===== config.mk =====
export PLATFORM = sky130hd
export DESIGN_NAME = reliable_transfer_receive_tracker_top
export DESIGN_NICKNAME = d
export VERILOG_FILES = /design/src/hw/rtl/rtrt_pkg.sv /design/src/hw/rtl/rtrt_div.sv /design/src/hw/rtl/rtrt_dp.sv /design/src/hw/rtl/rtrt_ctrl.sv /design/src/hw/rtl/reliable_transfer_receive_tracker_top.sv
export VERILOG_INCLUDE_DIRS = /design/src /design/src/hw/rtl
export SDC_FILE = /design/constraint.sdc
export NUM_CORES = 2
export LEC_CHECK = 0
export BUFFER_PORTS_ARGS = -buffer_cell sky130_fd_sc_hd__buf_2
export CAP_MARGIN = 20
export CORE_MARGIN = 10
export CORE_UTILIZATION = 30
export DETAILED_ROUTE_END_ITERATION = 8
export GPL_ROUTABILITY_DRIVEN = 0
export GPL_TIMING_DRIVEN = 0
export PLACE_DENSITY_LB_ADDON = 0.3
export SLEW_MARGIN = 0
export SYNTH_ARGS = -nofsm -noshare
export SYNTH_HDL_FRONTEND = slang
export SYNTH_SLANG_ARGS = --single-unit
export TNS_END_PERCENT = 20

===== constraint.sdc =====
create_clock -name i_clk -period 33 [get_ports i_clk]
set_clock_uncertainty 0.2 [all_clocks]
set_input_delay 4.95 -clock i_clk [delete_from_list [all_inputs] [get_ports i_clk]]
set_output_delay 4.95 -clock i_clk [all_outputs]
set_load 0.02 [all_outputs]

===== src/hw/rtl/reliable_transfer_receive_tracker_top_macros.svh =====
// ----------------------------------------------------------------------------
// Reliable transfer receive tracker assertion macros
// Shared assertion forms for the tracker. They compile away when
// NO_ASSERTIONS is defined.
// ----------------------------------------------------------------------------
`ifndef RELIABLE_TRANSFER_RECEIVE_TRACKER_TOP_MACROS_SVH
`define RELIABLE_TRANSFER_RECEIVE_TRACKER_TOP_MACROS_SVH

`ifndef NO_ASSERTIONS
`define RTRT_ASSERT_IMP(lbl, clk, rst_n, ante, cons) \
    lbl: assert property (@(posedge clk) disable iff (!rst_n) (ante) |-> (cons)) \
        else $error("tracker assertion failed");
`define RTRT_ASSERT_NXT(lbl, clk, rst_n, ante, cons) \
    lbl: assert property (@(posedge clk) disable iff (!rst_n) (ante) |=> (cons)) \
        else $error("tracker assertion failed");
`else
`define RTRT_ASSERT_IMP(lbl, clk, rst_n, ante, cons)
`define RTRT_ASSERT_NXT(lbl, clk, rst_n, ante, cons)
`endif

`endif


===== src/hw/rtl/rtrt_pkg.sv =====
// ----------------------------------------------------------------------------
// Receive tracker package
// Widths, flag codes, status codes and the controller to datapath interface.
// ----------------------------------------------------------------------------
`timescale 1ns / 1ps

package rtrt_pkg;

    localparam int FLAGS_W      = 16;
    localparam int SEQ_W        = 16;
    localparam int LEN_W        = 32;
    localparam int SEG_BYTES_W  = 16;
    localparam int STATUS_W     = 3;
    localparam int ACK_FLAGS_W  = 8;
    localparam int SEG_LEFT_W   = 11;
    localparam int DIVIDEND_W   = LEN_W + 1;
    localparam int DIV_STEPS    = DIVIDEND_W;
    localparam int S_TDATA_W    = 48;
    localparam int M_TDATA_W    = 40;
    localparam int M_FIELDS_W   = 1 + ACK_FLAGS_W + SEQ_W + 1 + SEG_LEFT_W;
    localparam int M_PAD_W      = M_TDATA_W - M_FIELDS_W;

    localparam int DEFAULT_MAX_SEGMENTS = 1024;

    localparam logic [FLAGS_W-1:0] FLAG_LEN = 16'h0040;
    localparam logic [FLAGS_W-1:0] FLAG_ACK = 16'h0010;
    localparam logic [FLAGS_W-1:0] FLAG_MSG = 16'h0008;

    localparam logic [ACK_FLAGS_W-1:0] ACK_LEN_FLAGS = ACK_FLAGS_W'(FLAG_LEN | FLAG_ACK);
    localparam logic [ACK_FLAGS_W-1:0] ACK_MSG_FLAGS = ACK_FLAGS_W'(FLAG_MSG | FLAG_ACK);

    localparam logic [SEG_BYTES_W-1:0] DEFAULT_SEG_BYTES = 16'd1024;

    localparam logic [STATUS_W-1:0] ST_DROP     = 3'd0;
    localparam logic [STATUS_W-1:0] ST_LEN_OK   = 3'd1;
    localparam logic [STATUS_W-1:0] ST_SEG_OK   = 3'd2;
    localparam logic [STATUS_W-1:0] ST_RANGE    = 3'd3;
    localparam logic [STATUS_W-1:0] ST_TOO_LONG = 3'd4;

    typedef enum logic [2:0] {
        K_DROP,
        K_LEN,
        K_MSG,
        K_RANGE,
        K_LONG
    } t_kind;

    typedef struct packed {
        logic  capture;
        logic  div_start;
        logic  load_count;
        logic  clr_step;
        logic  mem_read;
        logic  mark;
        logic  load_result;
        t_kind kind;
    } t_cmd;

    typedef struct packed {
        logic is_len;
        logic is_msg;
        logic phase;
        logic in_range;
        logic div_done;
        logic too_long;
        logic count_zero;
        logic clr_last;
        logic out_free;
    } t_stat;

endpackage


===== src/hw/rtl/rtrt_div.sv =====
// ----------------------------------------------------------------------------
// Receive tracker divider
// Restoring divider that produces one quotient bit per cycle.
// ----------------------------------------------------------------------------
`timescale 1ns / 1ps

module rtrt_div (
    input  logic                             i_clk,
    input  logic                             i_rst_n,
    input  logic                             i_start,
    input  logic [rtrt_pkg::DIVIDEND_W-1:0]  i_dividend,
    input  logic [rtrt_pkg::SEG_BYTES_W-1:0] i_divisor,
    output logic                             o_done,
    output logic [rtrt_pkg::DIVIDEND_W-1:0]  o_quotient
);
    import rtrt_pkg::*;

    localparam int STEP_W = $clog2(DIV_STEPS);

    logic                   r_busy;
    logic                   r_done;
    logic [STEP_W-1:0]      r_step;
    logic [SEG_BYTES_W-1:0] r_rem;
    logic [SEG_BYTES_W-1:0] r_div;
    logic [DIVIDEND_W-1:0]  r_q;

    logic [SEG_BYTES_W:0]   trial;
    logic [SEG_BYTES_W:0]   diff;
    logic                   q_bit;
    logic [SEG_BYTES_W-1:0] n_rem;

    always_comb begin
        trial = {r_rem, r_q[DIVIDEND_W-1]};
        diff  = trial - {1'b0, r_div};
        q_bit = (trial >= {1'b0, r_div});
        n_rem = q_bit ? diff[SEG_BYTES_W-1:0] : trial[SEG_BYTES_W-1:0];
    end

    always_ff @(posedge i_clk) begin
        if (!i_rst_n) begin
            r_busy <= 1'b0;
            r_done <= 1'b0;
            r_step <= '0;
        end else begin
            r_done <= 1'b0;
            if (i_start) begin
                r_busy <= 1'b1;
                r_step <= '0;
            end else if (r_busy) begin
                r_step <= r_step + STEP_W'(1);
                if (r_step == STEP_W'(DIV_STEPS - 1)) begin
                    r_busy <= 1'b0;
                    r_done <= 1'b1;
                end
            end
        end
    end

    always_ff @(posedge i_clk) begin
        if (i_start) begin
            r_rem <= '0;
            r_div <= i_divisor;
            r_q   <= i_dividend;
        end else if (r_busy) begin
            r_rem <= n_rem;
            r_q   <= {r_q[DIVIDEND_W-2:0], q_bit};
        end
    end

    assign o_done     = r_done;
    assign o_quotient = r_q;

endmodule


===== src/hw/rtl/rtrt_dp.sv =====
// ----------------------------------------------------------------------------
// Receive tracker datapath
// Holds the captured header, the segment counters, the confirmation map,
// the segment size register and the output register.
// ----------------------------------------------------------------------------
`timescale 1ns / 1ps

module rtrt_dp #(
    parameter int MAX_SEGMENTS = rtrt_pkg::DEFAULT_MAX_SEGMENTS
) (
    input  logic                             i_clk,
    input  logic                             i_rst_n,
    input  logic                             i_cfg_wr_en,
    input  logic [rtrt_pkg::SEG_BYTES_W-1:0] i_cfg_wr_data,
    input  logic [rtrt_pkg::FLAGS_W-1:0]     i_flags,
    input  logic [rtrt_pkg::SEQ_W-1:0]       i_seq,
    input  logic [rtrt_pkg::LEN_W-1:0]       i_len,
    input  rtrt_pkg::t_cmd                   i_cmd,
    output rtrt_pkg::t_stat                  o_stat,
    input  logic                             i_out_ready,
    output logic                             o_out_valid,
    output logic [rtrt_pkg::STATUS_W-1:0]    o_status,
    output logic                             o_ack_valid,
    output logic [rtrt_pkg::ACK_FLAGS_W-1:0] o_ack_flags,
    output logic [rtrt_pkg::SEQ_W-1:0]       o_ack_seq,
    output logic                             o_complete,
    output logic [rtrt_pkg::SEG_LEFT_W-1:0]  o_segments_left
);
    import rtrt_pkg::*;

    localparam int CNT_W = $clog2(MAX_SEGMENTS + 1);
    localparam int AW    = (MAX_SEGMENTS > 1) ? $clog2(MAX_SEGMENTS) : 1;
    localparam int CMP_W = SEQ_W + 1;

    logic [SEG_BYTES_W-1:0] r_seg_bytes;
    logic [FLAGS_W-1:0]     r_flags;
    logic [SEQ_W-1:0]       r_seq;
    logic [LEN_W-1:0]       r_len;
    logic                   r_phase;
    logic [CNT_W-1:0]       r_seg_count;
    logic [CNT_W-1:0]       r_conf_count;
    logic [AW-1:0]          r_clr_ptr;
    logic                   r_rd_bit;
    logic                   r_map [MAX_SEGMENTS];

    logic                   r_out_valid;
    logic [STATUS_W-1:0]    r_status;
    logic                   r_ack_valid;
    logic [ACK_FLAGS_W-1:0] r_ack_flags;
    logic [SEQ_W-1:0]       r_ack_seq;
    logic                   r_complete;
    logic [SEG_LEFT_W-1:0]  r_left;

    logic [SEG_BYTES_W-1:0] seg_eff;
    logic [DIVIDEND_W-1:0]  dividend;
    logic                   div_done;
    logic [DIVIDEND_W-1:0]  quotient;
    logic [CNT_W-1:0]       cnt_diff;
    logic                   all_confirmed;
    logic                   wr_en;
    logic [AW-1:0]          wr_addr;
    logic                   wr_bit;

    logic [STATUS_W-1:0]    n_status;
    logic                   n_ack_valid;
    logic [ACK_FLAGS_W-1:0] n_ack_flags;
    logic [SEQ_W-1:0]       n_ack_seq;
    logic                   n_complete;
    logic [CNT_W-1:0]       n_left;

    // A zero segment size counts as the default size.
    assign seg_eff  = (r_seg_bytes == '0) ? DEFAULT_SEG_BYTES : r_seg_bytes;
    assign dividend = DIVIDEND_W'(r_len) + DIVIDEND_W'(seg_eff) - DIVIDEND_W'(1);

    rtrt_div u_div (
        .i_clk      (i_clk),
        .i_rst_n    (i_rst_n),
        .i_start    (i_cmd.div_start),
        .i_dividend (dividend),
        .i_divisor  (seg_eff),
        .o_done     (div_done),
        .o_quotient (quotient)
    );

    assign cnt_diff      = r_seg_count - r_conf_count;
    assign all_confirmed = (r_conf_count == r_seg_count);

    always_comb begin
        o_stat.is_len     = (r_flags == FLAG_LEN);
        o_stat.is_msg     = (r_flags == FLAG_MSG);
        o_stat.phase      = r_phase;
        o_stat.in_range   = (CMP_W'(r_seq) < CMP_W'(r_seg_count));
        o_stat.div_done   = div_done;
        o_stat.too_long   = (quotient > DIVIDEND_W'(MAX_SEGMENTS));
        o_stat.count_zero = (quotient == '0);
        o_stat.clr_last   = (CNT_W'(r_clr_ptr) == r_seg_count - CNT_W'(1));
        o_stat.out_free   = !r_out_valid || i_out_ready;
    end

    always_comb begin
        wr_en   = i_cmd.clr_step || (i_cmd.mark && !r_rd_bit);
        wr_addr = i_cmd.clr_step ? r_clr_ptr : r_seq[AW-1:0];
        wr_bit  = !i_cmd.clr_step;
    end

    always_comb begin
        n_status    = ST_DROP;
        n_ack_valid = 1'b0;
        n_ack_flags = '0;
        n_ack_seq   = '0;
        n_complete  = 1'b0;
        n_left      = r_phase ? cnt_diff : '0;
        case (i_cmd.kind)
            K_DROP: begin
                n_status = ST_DROP;
            end
            K_LEN: begin
                n_status    = ST_LEN_OK;
                n_ack_valid = 1'b1;
                n_ack_flags = ACK_LEN_FLAGS;
                n_complete  = (r_seg_count == '0);
            end
            K_MSG: begin
                n_status    = ST_SEG_OK;
                n_ack_valid = 1'b1;
                n_ack_flags = ACK_MSG_FLAGS;
                n_ack_seq   = r_seq;
                n_complete  = all_confirmed;
                if (all_confirmed) begin
                    n_left = '0;
                end
            end
            K_RANGE: begin
                n_status = ST_RANGE;
            end
            K_LONG: begin
                n_status = ST_TOO_LONG;
            end
            default: begin
                n_status = ST_DROP;
            end
        endcase
    end

    always_ff @(posedge i_clk) begin
        if (!i_rst_n) begin
            r_seg_bytes  <= DEFAULT_SEG_BYTES;
            r_phase      <= 1'b0;
            r_seg_count  <= '0;
            r_conf_count <= '0;
            r_clr_ptr    <= '0;
            r_out_valid  <= 1'b0;
        end else begin
            if (i_cfg_wr_en) begin
                r_seg_bytes <= i_cfg_wr_data;
            end
            if (i_cmd.load_count) begin
                r_seg_count  <= CNT_W'(quotient);
                r_conf_count <= '0;
                r_clr_ptr    <= '0;
                r_phase      <= (quotient != '0);
            end
            if (i_cmd.clr_step) begin
                r_clr_ptr <= r_clr_ptr + AW'(1);
            end
            if (i_cmd.mark && !r_rd_bit) begin
                r_conf_count <= r_conf_count + CNT_W'(1);
            end
            if (i_cmd.load_result && i_cmd.kind == K_MSG && all_confirmed) begin
                r_phase <= 1'b0;
            end
            if (i_cmd.load_result) begin
                r_out_valid <= 1'b1;
            end else if (i_out_ready) begin
                r_out_valid <= 1'b0;
            end
        end
    end

    always_ff @(posedge i_clk) begin
        if (i_cmd.capture) begin
            r_flags <= i_flags;
            r_seq   <= i_seq;
            r_len   <= i_len;
        end
        if (i_cmd.load_result) begin
            r_status    <= n_status;
            r_ack_valid <= n_ack_valid;
            r_ack_flags <= n_ack_flags;
            r_ack_seq   <= n_ack_seq;
            r_complete  <= n_complete;
            r_left      <= SEG_LEFT_W'(n_left);
        end
    end

    always_ff @(posedge i_clk) begin
        if (wr_en) begin
            r_map[wr_addr] <= wr_bit;
        end
        if (i_cmd.mem_read) begin
            r_rd_bit <= r_map[r_seq[AW-1:0]];
        end
    end

    assign o_out_valid     = r_out_valid;
    assign o_status        = r_status;
    assign o_ack_valid     = r_ack_valid;
    assign o_ack_flags     = r_ack_flags;
    assign o_ack_seq       = r_ack_seq;
    assign o_complete      = r_complete;
    assign o_segments_left = r_left;

endmodule


===== src/hw/rtl/rtrt_ctrl.sv =====
// ----------------------------------------------------------------------------
// Receive tracker controller
// Sequences header decode, division, map clearing, map update and result
// hand-off for one packet at a time.
// ----------------------------------------------------------------------------
`timescale 1ns / 1ps

module rtrt_ctrl (
    input  logic            i_clk,
    input  logic            i_rst_n,
    input  logic            i_in_valid,
    output logic            o_in_ready,
    input  rtrt_pkg::t_stat i_stat,
    output rtrt_pkg::t_cmd  o_cmd
);
    import rtrt_pkg::*;

    typedef enum logic [2:0] {
        S_IDLE,
        S_DECODE,
        S_DIV,
        S_CLEAR,
        S_READ,
        S_MARK,
        S_RESULT
    } t_state;

    t_state r_state;
    t_state n_state;
    t_kind  r_kind;
    t_kind  n_kind;

    always_comb begin
        n_state           = r_state;
        n_kind            = r_kind;
        o_cmd             = '0;
        o_cmd.kind        = r_kind;
        o_in_ready        = 1'b0;
        case (r_state)
            S_IDLE: begin
                o_in_ready    = 1'b1;
                o_cmd.capture = i_in_valid;
                if (i_in_valid) begin
                    n_state = S_DECODE;
                end
            end
            S_DECODE: begin
                if (!i_stat.phase) begin
                    if (i_stat.is_len) begin
                        o_cmd.div_start = 1'b1;
                        n_state         = S_DIV;
                    end else begin
                        n_kind  = K_DROP;
                        n_state = S_RESULT;
                    end
                end else if (!i_stat.is_msg) begin
                    n_kind  = K_DROP;
                    n_state = S_RESULT;
                end else if (!i_stat.in_range) begin
                    n_kind  = K_RANGE;
                    n_state = S_RESULT;
                end else begin
                    n_state = S_READ;
                end
            end
            S_DIV: begin
                if (i_stat.div_done) begin
                    if (i_stat.too_long) begin
                        n_kind  = K_LONG;
                        n_state = S_RESULT;
                    end else begin
                        o_cmd.load_count = 1'b1;
                        n_kind           = K_LEN;
                        n_state          = i_stat.count_zero ? S_RESULT : S_CLEAR;
                    end
                end
            end
            S_CLEAR: begin
                o_cmd.clr_step = 1'b1;
                if (i_stat.clr_last) begin
                    n_state = S_RESULT;
                end
            end
            S_READ: begin
                o_cmd.mem_read = 1'b1;
                n_state        = S_MARK;
            end
            S_MARK: begin
                o_cmd.mark = 1'b1;
                n_kind     = K_MSG;
                n_state    = S_RESULT;
            end
            S_RESULT: begin
                if (i_stat.out_free) begin
                    o_cmd.load_result = 1'b1;
                    n_state           = S_IDLE;
                end
            end
            default: begin
                n_state = S_IDLE;
            end
        endcase
    end

    always_ff @(posedge i_clk) begin
        if (!i_rst_n) begin
            r_state <= S_IDLE;
            r_kind  <= K_DROP;
        end else begin
            r_state <= n_state;
            r_kind  <= n_kind;
        end
    end

endmodule


===== src/hw/rtl/reliable_transfer_receive_tracker_top.sv =====
// ----------------------------------------------------------------------------
// Reliable transfer receive tracker
// Receive-side tracker of a selective-repeat transfer: takes one parsed
// packet header per transfer and returns one result transfer per header.
// ----------------------------------------------------------------------------
// The block handles one header at a time and can take the next one while the
// previous result still waits at the output. A dropped or out-of-range header
// goes from decode straight to the result; a message header first reads and
// then updates the confirmation map. For a length header the segment count
// comes from a divider that retires one quotient bit per cycle for a 33-bit
// quotient, and the map entries of the new message are then cleared one per
// cycle. The segment size register may be written only while the block is
// idle; a size of zero counts as 1024 bytes.
`timescale 1ns / 1ps

`include "reliable_transfer_receive_tracker_top_macros.svh"

module reliable_transfer_receive_tracker_top #(
    parameter int MAX_SEGMENTS = rtrt_pkg::DEFAULT_MAX_SEGMENTS
) (
    input  logic                             i_clk,
    input  logic                             i_rst_n,
    input  logic                             i_cfg_wr_en,
    input  logic [rtrt_pkg::SEG_BYTES_W-1:0] i_cfg_wr_data,
    input  logic                             i_s_axis_tvalid,
    output logic                             o_s_axis_tready,
    // seq_number, message_length
    input  logic [rtrt_pkg::S_TDATA_W-1:0]   i_s_axis_tdata,
    // flags
    input  logic [rtrt_pkg::FLAGS_W-1:0]     i_s_axis_tuser,
    output logic                             o_m_axis_tvalid,
    input  logic                             i_m_axis_tready,
    // ack_valid, ack_flags, ack_seq, message_complete, segments_left, zero pad
    output logic [rtrt_pkg::M_TDATA_W-1:0]   o_m_axis_tdata,
    // status
    output logic [rtrt_pkg::STATUS_W-1:0]    o_m_axis_tuser
);
    import rtrt_pkg::*;

    t_cmd                   cmd;
    t_stat                  stat;
    logic                   ack_valid;
    logic [ACK_FLAGS_W-1:0] ack_flags;
    logic [SEQ_W-1:0]       ack_seq;
    logic                   complete;
    logic [SEG_LEFT_W-1:0]  segments_left;

    rtrt_ctrl u_ctrl (
        .i_clk      (i_clk),
        .i_rst_n    (i_rst_n),
        .i_in_valid (i_s_axis_tvalid),
        .o_in_ready (o_s_axis_tready),
        .i_stat     (stat),
        .o_cmd      (cmd)
    );

    rtrt_dp #(
        .MAX_SEGMENTS (MAX_SEGMENTS)
    ) u_dp (
        .i_clk           (i_clk),
        .i_rst_n         (i_rst_n),
        .i_cfg_wr_en     (i_cfg_wr_en),
        .i_cfg_wr_data   (i_cfg_wr_data),
        .i_flags         (i_s_axis_tuser),
        .i_seq           (i_s_axis_tdata[SEQ_W-1:0]),
        .i_len           (i_s_axis_tdata[SEQ_W +: LEN_W]),
        .i_cmd           (cmd),
        .o_stat          (stat),
        .i_out_ready     (i_m_axis_tready),
        .o_out_valid     (o_m_axis_tvalid),
        .o_status        (o_m_axis_tuser),
        .o_ack_valid     (ack_valid),
        .o_ack_flags     (ack_flags),
        .o_ack_seq       (ack_seq),
        .o_complete      (complete),
        .o_segments_left (segments_left)
    );

    assign o_m_axis_tdata = {{M_PAD_W{1'b0}}, segments_left, complete, ack_seq,
                             ack_flags, ack_valid};

    `RTRT_ASSERT_NXT(a_one_at_a_time, i_clk, i_rst_n, i_s_axis_tvalid && o_s_axis_tready, !o_s_axis_tready)
    `RTRT_ASSERT_IMP(a_valid_from_load, i_clk, i_rst_n, $rose(o_m_axis_tvalid), $past(cmd.load_result))
    `RTRT_ASSERT_IMP(a_ack_status, i_clk, i_rst_n, o_m_axis_tvalid && ack_valid, o_m_axis_tuser == ST_LEN_OK || o_m_axis_tuser == ST_SEG_OK)
    `RTRT_ASSERT_IMP(a_complete_left, i_clk, i_rst_n, o_m_axis_tvalid && complete, segments_left == '0)

endmodule


==> results.py <==
metrics = {
    "synth": {
        "syn_inst": 4275,
        "yosysUniqueCellTypes": 73,
        "synth-adder-area-share": 0.02040,
        "yosys.area_share.simple": 0.1181,
        "muxShareOfSynthArea": 0.1211,
        "synth.most_common_cell": "edfxtp_1",
        "synth_compound_area_frac": 0.04693,
        "ys.flop_type": "edfxtp_1",
        "seq_area_frac_synth": 0.6464,
        "synth-edff-count": 1172,
        "async_flop_share": 0,
        "synth_area_leaders": "edfxtp_1 62%, mux4_2 11%, nor2_1 7.5%",
        "yosys_warnings": 0,
        "netlist.area_leader.share": 0.6183,
        "synth_top_family_by_area": "multiplexers",
        "synth_commonest_cells": "1172 x edfxtp_1, 1137 x nor2_1, 270 x mux4_2",
        "synth_top_area_cell": "edfxtp_1",
        "ys_seq_elements": 1252,
        "syn_area_um2": 56920,
        "syn_avg_cell_area_um2": 13.31,
        "synthXorXnorAreaFrac": 0.009540,
    },
    "pwr": {
        "combPwrFrac": 0.111,
        "power.share.clock": 0.414,
        "powerDensity_nw_per_um2": 55.91,
        "switchingPower_w": 0.0009421,
        "p_leak_nw": 21.54,
        "switching_share": 0.2549,
        "vdd_ir_drop_max_v": 0.00005256,
        "p_int_w": 0.002754,
        "p_seq_frac": 0.475,
    },
    "clock_tree": {
        "cts_sinks": 1252,
        "clockBufferDepth": 3,
        "cts_buffers": 134,
        "cts_hold_buf": 0,
        "ctsResizeCount": 0,
        "cts_tree": "done",
        "post-cts-setup-buffers": 0,
        "htreeDepth": 4,
        "cts_root_buf": "clkbuf_16",
        "clk_latency_ns": 0.81,
        "clk_pin_slew_worst_paths_ns": 0.06,
    },
    "grt": {
        "grt_max_degree": 67,
        "gr-usage-all-layers": 0.1826,
        "grt-ovfl-total": 0,
        "grt_pass1_wl_um": 275400,
        "grt_pass1_vias": 37230,
        "antenna_found_initial": 10,
    },
    "sta": {
        "rsz0062_at_grt": "no",
        "period_share": 0.2205,
        "fin_crit_ns": 7.278,
        "tns_ns": 0,
        "hold_viol_final": 0,
        "max_freq_mhz": 137.4,
        "slew_headroom": 0.1068,
        "finalSetupViolations": 0,
        "worstMarginPinSlew_ns": 1.340,
        "drv_slew": 0,
    },
    "critical_path": {
        "critical_path_peak_fanout": 10,
        "critPathCaptureType": "output pin",
        "r2r_start": "u_dp.r_seq[3]",
        "crit_type": "flop to output pin",
        "critPathLaunch": "u_ctrl.r_state[2]",
        "timing.critical_path.from_type": "flop",
        "arrival_ns": 2.13,
        "required_ns": 27.85,
    },
    "route": {
        "wire_per_inst_um": 27.29,
        "drc": 0,
        "num_vias": 38310,
        "viasPerCell": 5.311,
        "drt_wl_total_um": 196900,
        "drt_first_iter_violations": 5160,
        "ant_nets": 0,
        "detail_route.first_pass.iterations": 8,
    },
    "layout": {
        "fill_cells": 18460,
        "nets": 4776,
        "fin_area_um2": 66110,
        "layout-drive-gt1-share": 0.1576,
        "syn_to_final_growth_pct": 16.14,
    },
    "floorplanning": {
        "initial_core_util": 0.3024,
        "fp.coreArea_um2": 188200,
        "die_area_um2": 207600,
        "num_rows": 159,
        "io_pins": 130,
        "die_y_um": 455.6,
        "die_w_um": 455.6,
    },
    "placement": {
        "io_buffers": 119,
        "place_area_um2": 61570,
        "place_hpwl_um": 133000,
    },
    "hold_path": {
        "hp-class": "flop to flop",
        "hold_start": "u_dp.r_conf_count[8]",
    },
    "job": {
        "drv_cap": 0,
    },
    "run_status": {
        "status": "complete, no violations",
    },
}
==> power by group through the flow <==
stage	clock [W]	combinational (W)	sequential (W)
after floorplan	0	0.000240	0.00180
after global placement	0	0.000386	0.00182
final	0.00153	0.000410	0.00175
after global routing	0.00161	0.000430	0.00176
after CTS	0.00155	0.000402	0.00175
after detailed placement	0	0.000400	0.00179
==> per-stage QoR <==
step / total power, W / util / std cells / hold slack, ns / worst slack (ns)
global route: 0.003791 / 0.3512 / 7209 / 0.2906 / 25.58
finish: 0.003696 / 0.3513 / 7213 / 0.2670 / 25.72
floorplan: 0.002045 / - / 4282 / 0.2314 / 12.49
global placement: 0.002210 / 0.3223 / 6896 / 0.2517 / -1.069
CTS: 0.003706 / 0.3504 / 7192 / 0.2658 / 25.69
detailed placement: 0.002188 / 0.3272 / 6948 / 0.2567 / 26.39
==> layout make-up <==
| type | count | area (µm²) | area share |
|---|---|---|---|
| sequential | 1252 | 36800 | 0.5566 |
| multi-input combinational | 2531 | 18060 | 0.2732 |
| clock buffer | 168 | 3563 | 0.05390 |
| tap | 2495 | 3122 | 0.04722 |
| timing repair buffer | 182 | 1599 | 0.02419 |
| buffer | 352 | 1584 | 0.02396 |
| clock inverter | 76 | 807.0 | 0.01221 |
| inverter | 147 | 551.8 | 0.008347 |
| antenna | 10 | 25.02 | 0.0003785 |
==> worst max-delay path, stage by stage, from the launching register on <==
cell	delay (ns)
dfxtp_1	0.33
clkbuf_1	0.31
buf_1	0.37
nor3_1	0.14
buf_2	0.19
==> state kept, by name, indices dropped and copies added (netlist names), 2 cells and up <==
signal	flops
u_dp.u_div.r_rem	16
u_dp.u_div.r_div	16
u_dp.r_seq	16
u_dp.r_map	1024
u_dp.r_len	32
u_dp.o_segments_left	11
u_dp.r_conf_count	11
u_dp.o_ack_seq	16
u_dp.r_clr_ptr	10
u_dp.o_ack_flags	2
u_dp.r_seg_bytes	16
u_ctrl.r_state	3
u_dp.r_seg_count	11
u_dp.u_div.r_step	6
u_dp.o_status	3
u_dp.r_flags	16
u_ctrl.r_kind	3
u_dp.u_div.o_quotient	33
==> path summary, 6_finish.rpt <==
kind	cells past startpoint	slack (ns)	end
min	1	0.27	u_dp.r_conf_count[8]
max	4	25.72	o_s_axis_tready
max reg2reg	12	26.91	u_dp.r_map[45]
min reg2reg	1	0.27	u_dp.r_conf_count[8]
==> metal layers <==
layer | up-vias | share of wire | GRT usage
met5 | - | 0.000066 | 0
met4 | 2 | 0.048 | 0.07795
met3 | 432 | 0.099 | 0.04667
met2 | 1967 | 0.46 | 0.2881
met1 | 19670 | 0.40 | 0.2376
li1 | 16240 | - | -
==> cells in the final DEF, fill, tap and decap left out, types with 18 or more instances in the layout <==
cell / netlist / routed
edfxtp_1: 1172 / 1172
nor2_1: 1137 / 1136
mux4_2: 270 / 270
clkbuf_1: 190 / 216
nand2_1: 212 / 212
buf_2: 38 / 164
inv_1: 146 / 146
clkbuf_16: 0 / 136
o21ai_0: 104 / 104
ha_1: 88 / 88
buf_1: 85 / 80
a21oi_1: 80 / 80
dfxtp_1: 80 / 80
mux2i_1: 67 / 67
nor2b_1: 56 / 56
a22oi_1: 42 / 42
nor3_1: 39 / 39
xnor2_1: 34 / 34
and2_1: 33 / 32
clkinv_1: 1 / 31
xor2_1: 28 / 28
buf_6: 16 / 28
nand4_1: 27 / 27
buf_4: 23 / 26
nand2b_1: 25 / 25
buf_8: 0 / 23
a31oi_1: 21 / 21
nand3_1: 20 / 20
a211oi_1: 20 / 20
buf_12: 0 / 19
nor4_1: 19 / 18
clkinv_2: 0 / 18
==> cells by family (layout without fill, tap and decap cells) <==
family	count (synthesis)	in the layout
flip-flops	1252	1252
multiplexers	343	343
adder cells (fa/ha/maj)	91	91
buffers and inverters	499	925
AO/OA/AOI/OAI	408	408
other	1	18
XOR/XNOR	62	62
AND/OR/NAND/NOR	1619	1619
Note: power is estimated with default switching activity, not from simulation.
